[config.mk]
export PLATFORM = sky130hd
export DESIGN_NAME = lsws_ram
export DESIGN_NICKNAME = d
export VERILOG_FILES = /design/src/design/lsws_ram.sv
export SDC_FILE = /design/constraint.sdc
export NUM_CORES = 1
export LEC_CHECK = 0
export BUFFER_PORTS_ARGS = -buffer_cell sky130_fd_sc_hd__buf_2
export CORE_ASPECT_RATIO = 0.5
export CORE_UTILIZATION = 35
export CTS_BUF_LIST = sky130_fd_sc_hd__clkbuf_4
export DETAILED_ROUTE_END_ITERATION = 8
export GPL_TIMING_DRIVEN = 0
export SYNTH_ARGS = -nofsm -noshare
export SYNTH_HDL_FRONTEND = slang
export SYNTH_SLANG_ARGS = --single-unit
export TNS_END_PERCENT = 100
[constraint.sdc]
create_clock -name clock -period 2.24 [get_ports clock]
set_clock_uncertainty 0.2 [all_clocks]
set_input_delay 0 -clock clock [delete_from_list [all_inputs] [get_ports clock]]
set_output_delay 0 -clock clock [all_outputs]
set_load 0.01 [all_outputs]
[src/design/lsws_ram.sv]
// Generic single write port RAM with one registered read port.
`timescale 1ns / 1ps
module lsws_ram #(
   parameter int WIDTH = 8,
   parameter int DEPTH = 32,
   parameter int ADDR_W = (DEPTH > 1) ? $clog2(DEPTH) : 1
) (
   input  logic              clock,
   input  logic              wr_en,
   input  logic [ADDR_W-1:0] wr_addr,
   input  logic [WIDTH-1:0]  wr_data,
   input  logic              rd_en,
   input  logic [ADDR_W-1:0] rd_addr,
   output logic [WIDTH-1:0]  rd_data
);

   logic [WIDTH-1:0] mem_ff [DEPTH];
   logic [WIDTH-1:0] rd_data_ff;

   always_ff @(posedge clock) begin
      if (wr_en) begin
         mem_ff[wr_addr] <= wr_data;
      end
      // hold the last read word when no read is issued
      if (rd_en) begin
         rd_data_ff <= mem_ff[rd_addr];
      end
   end

   assign rd_data = rd_data_ff;

endmodule

==> results summary <==
The number of max-slew violations in the final report came out at 0. Routability-driven placement finished with a final weighted congestion of 0.807. The critical path in this run is classified as input pin to flop.

The max-capacitance violation count came out at 0. The die extent in y is 122 µm. The ratio of total power to cell area is 830 mW/mm².

The synthesized design contains 264 register bits. The maximum clock frequency came out at 0.454 GHz. The overall via count from detail_route came out at 4716. The clock share of power is 37.2%. The flow ran to the end, and the final reports show no timing, DRC or antenna violations. The fraction of post-synthesis cell area in the top cell type by area came out at 78.2%.

The cell count after placement came out at 822. The DRC violation count after routing is 0. The minimum clock period came out at 2.20 ns. The number of nets produced by synthesis is 438. The worst hold path terminates at mem_ff[3][4]$_DFFE_PP_.

The analysis attributes to net switching a power of 2.06 mW. The layout net count came out at 542. The instance count along the most critical hold path is 3.

The x dimension of the die is 243 µm. The transition time at the pin with the least slew margin is 0.832 ns. The total setup violations reported at the end of the flow came out at 0. The count of buffers from port buffering is 23. The level count of the clock H-tree came out at 2. The global-route usage over all layers is 14.7%. Entering global routing, the biggest net connects 33 pins.

The kind of end point of the critical path is a flop. The cell count after synthesis came out at 417. The die footprint is 0.0297 mm². The number of distinct library cells after synthesis came out at 14. The type of the worst min-delay path is input pin to flop. Data on the critical path arrives at its endpoint at 2.42 ns. The initial antenna violation count came out at 1. In this run the critical register-to-register path is captured at rd_data[4]$_DFFE_PP_. The synthesized cell area came out at 0.0101 mm².

The maximum vdd ir drop came out at 0.342 mV. The largest fanout on the critical path came out at 10. After clock tree synthesis, the clock-pin slew on the worst setup and hold paths is 0.07 ns.

The number of warnings issued by yosys came out at 0. The internal portion of the total power is 7.62 mW. The sequential cell fraction of total power came out at 57.1%.

The synthesized area per cell came out at 24.3 µm². The number of cells on the worst reg-to-reg path came out at 3. The share of the core filled with cells is 41.6%.

Measured against its own limit, the worst slew margin works out to 44.3%. The startpoint of the worst register-to-register path is mem_ff[24][4]$_DFFE_PP_. The proportion of layout cells with a drive suffix above 1 came out at 39.0%. The final worst-path cycle share is 98.4%. In this run the clock root is driven by a sky130_fd_sc_hd__clkbuf_4. The number of failing hold endpoints at the final stage came out at 0. The total detailed-routing wirelength is 21100 µm. In the post-synthesis netlist, the biggest area contributors are sky130_fd_sc_hd__edfxtp_1 78%, sky130_fd_sc_hd__mux4_2 18%, sky130_fd_sc_hd__nor2_1 1.2%, sky130_fd_sc_hd__mux2_2 0.89%, sky130_fd_sc_hd__buf_4 0.44%. The maximum buffer depth of the clock tree is 3.

The starting density of the core came out at 36.1%. The wire length of the first global-routing pass came out at 30800 µm. The static leakage came out at 3.66 nW. The finished layout holds 947 standard cells, fillers aside. In this run the remaining antenna-violating nets after routing total 0.

The number of buffers inserted during clock tree synthesis came out at 60. The share of total power consumed by net switching is 21.3%. The average wire length per cell after detail routing came out at 22.3 µm. The number of filler instances in the final layout is 2483. Setup repair after global routing left no endpoint under its margin.

STA classifies the critical path startpoint as an input pin. The total half-perimeter wirelength after legalization and detailed placement came out at 13200 µm. The minimum setup slack among reg-to-reg paths came out at 0.06 ns. The floorplan step defined a core boundary enclosing 0.0281 mm².

Of all cell types, the one taking the most synthesized area is sky130_fd_sc_hd__edfxtp_1. After floorplanning, the core was divided into 43 placement rows. The worst hold path begins at wr_addr[1].

The number of DRC markers after the initial detailed-route iteration came out at 429. The clock latency reported for the late side of the worst-skew pair came out at 0.67 ns. TritonCTS built the clock tree. The data required time at the worst endpoint is 2.46 ns.

Counting every sink on the clock net gives 264. The number of global-route vias before repair is 4910. Pin placement for this block handled 29 I/O pins. The detailed-route vias per instance came out at 4.98. The length of the first detailed-routing pass in iterations came out at 5. The layout-stage area growth over the synthesis result came out at 15.2%.

For this run, the register share of the synthesized area comes to 78.2%. The combinational power share is 5.7%. After global routing the overflow that remains totals 0.
-- synthesized netlist by cell type --
library cell               count
sky130_fd_sc_hd__mux2_2        8
sky130_fd_sc_hd__clkbuf_1      6
sky130_fd_sc_hd__nand3_1       2
sky130_fd_sc_hd__buf_2         1
sky130_fd_sc_hd__nor2_1       33
sky130_fd_sc_hd__buf_1         6
sky130_fd_sc_hd__buf_4         6
sky130_fd_sc_hd__edfxtp_1    264
sky130_fd_sc_hd__or3b_2        3
sky130_fd_sc_hd__nand2_1       1
sky130_fd_sc_hd__mux4_2       80
sky130_fd_sc_hd__buf_6         1
sky130_fd_sc_hd__nand3b_1      5
sky130_fd_sc_hd__or3_1         1
-- power by group through the flow --
stage / logic (mW) / clock network [mW] / registers [mW]
after floorplan: 0.293 / 0 / 5.64
after CTS: 0.560 / 3.70 / 5.53
after detailed placement: 0.533 / 0 / 5.64
after global placement: 0.522 / 0 / 5.63
after global routing: 0.592 / 3.95 / 5.53
final: 0.552 / 3.60 / 5.53
-- kinds of logic (layout without fill, tap and decap cells) --
kind of cell | Yosys count | count (layout) | share of synthesized area [%]
flip-flops | 264 | 264 | 78.2
multiplexers | 88 | 88 | 18.7
buffers and inverters | 20 | 167 | 1.05
AND/OR/NAND/NOR | 45 | 45 | 2.05
other | 0 | 1 | 0
-- what timing repair did --
item	CTS	global route
hold buffers	19	0
buffers inserted	0	0
endpoints found under the setup margin	0	4
resized for setup	0	7
hold endpoints to repair	528	0
-- routing by layer --
metal | up-vias | global-route usage (%) | routed length [µm]
li1 | 2032 | - | -
met1 | 2515 | 21.2 | 9880
met5 | - | 0 | 0
met2 | 135 | 22.4 | 9720
met3 | 34 | 3.35 | 1210
met4 | 0 | 4.48 | 322
-- placed cells by master (no fill, tap or decap) --
cell type	instances
sky130_fd_sc_hd__diode_2	1
sky130_fd_sc_hd__nand3b_1	5
sky130_fd_sc_hd__clkbuf_2	3
sky130_fd_sc_hd__or3b_2	3
sky130_fd_sc_hd__edfxtp_1	264
sky130_fd_sc_hd__clkbuf_1	5
sky130_fd_sc_hd__buf_4	5
sky130_fd_sc_hd__nand2_1	1
sky130_fd_sc_hd__nor2_1	33
sky130_fd_sc_hd__dlygate4sd3_1	19
sky130_fd_sc_hd__inv_2	2
sky130_fd_sc_hd__mux2_2	8
sky130_fd_sc_hd__mux4_2	80
sky130_fd_sc_hd__buf_6	2
sky130_fd_sc_hd__or3_1	1
sky130_fd_sc_hd__buf_2	24
sky130_fd_sc_hd__nand3_1	2
sky130_fd_sc_hd__buf_1	4
sky130_fd_sc_hd__clkinv_1	10
sky130_fd_sc_hd__clkbuf_4	93
-- cell type report --
cell class,instances,area [µm²],area share [%]
Buffer,20,114,0.976
Clock buffer,93,698,5.98
Sequential cell,264,7930,67.9
Tap cell,382,478,4.10
Antenna cell,1,2.50,0.0214
Clock inverter,12,45.0,0.386
Timing Repair Buffer,42,305,2.62
Multi-Input combinational cell,133,2100,18.0
-- critical path: stages --
cell and delay (ns):
sky130_fd_sc_hd__dlygate4sd3_1 0.54, sky130_fd_sc_hd__buf_6 0.17, sky130_fd_sc_hd__buf_4 0.29, sky130_fd_sc_hd__mux4_2 0.58, sky130_fd_sc_hd__mux4_2 0.53, sky130_fd_sc_hd__mux2_2 0.29
-- sequential cells by signal (all words and copies together) (netlist names) --
name	flops
mem_ff	256
rd_data	8
-- per-stage QoR --
stage	area (µm²)	setup TNS, ns	hold WS (ns)	total power, mW	worst slack (ns)
final	11700	0	0.112	9.68	0.0367
after global routing	11700	0	0.108	10.1	0.0196
after CTS	11700	0	0.0729	9.79	0.0322
after detailed placement	10700	-5.45	0.150	6.17	-0.706
after global placement	10700	-5.47	0.142	6.15	-0.709
after floorplan	10100	0	-0.101	5.93	0.0983
-- worst max path at each step --
| stage | cells past startpoint | slack [ns] | endpoint | startpoint |
|---|---|---|---|---|
| 4_1_cts | 5 | 0.03 | rd_data[4]$_DFFE_PP_ | rd_addr[2] |
| 3_5_place_dp | 5 | -0.71 | rd_data[4]$_DFFE_PP_ | rd_addr[2] |
| 6_report | 6 | 0.04 | rd_data[4]$_DFFE_PP_ | rd_addr[0] |
| 2_1_floorplan | 5 | 0.1 | rd_data[0]$_DFFE_PP_ | rd_addr[2] |
| 5_1_grt | 6 | 0.02 | rd_data[4]$_DFFE_PP_ | rd_addr[0] |
| 3_3_place_gp | 5 | -0.71 | rd_data[4]$_DFFE_PP_ | rd_addr[2] |
No activity file was read; power rests on OpenSTA's default activity.
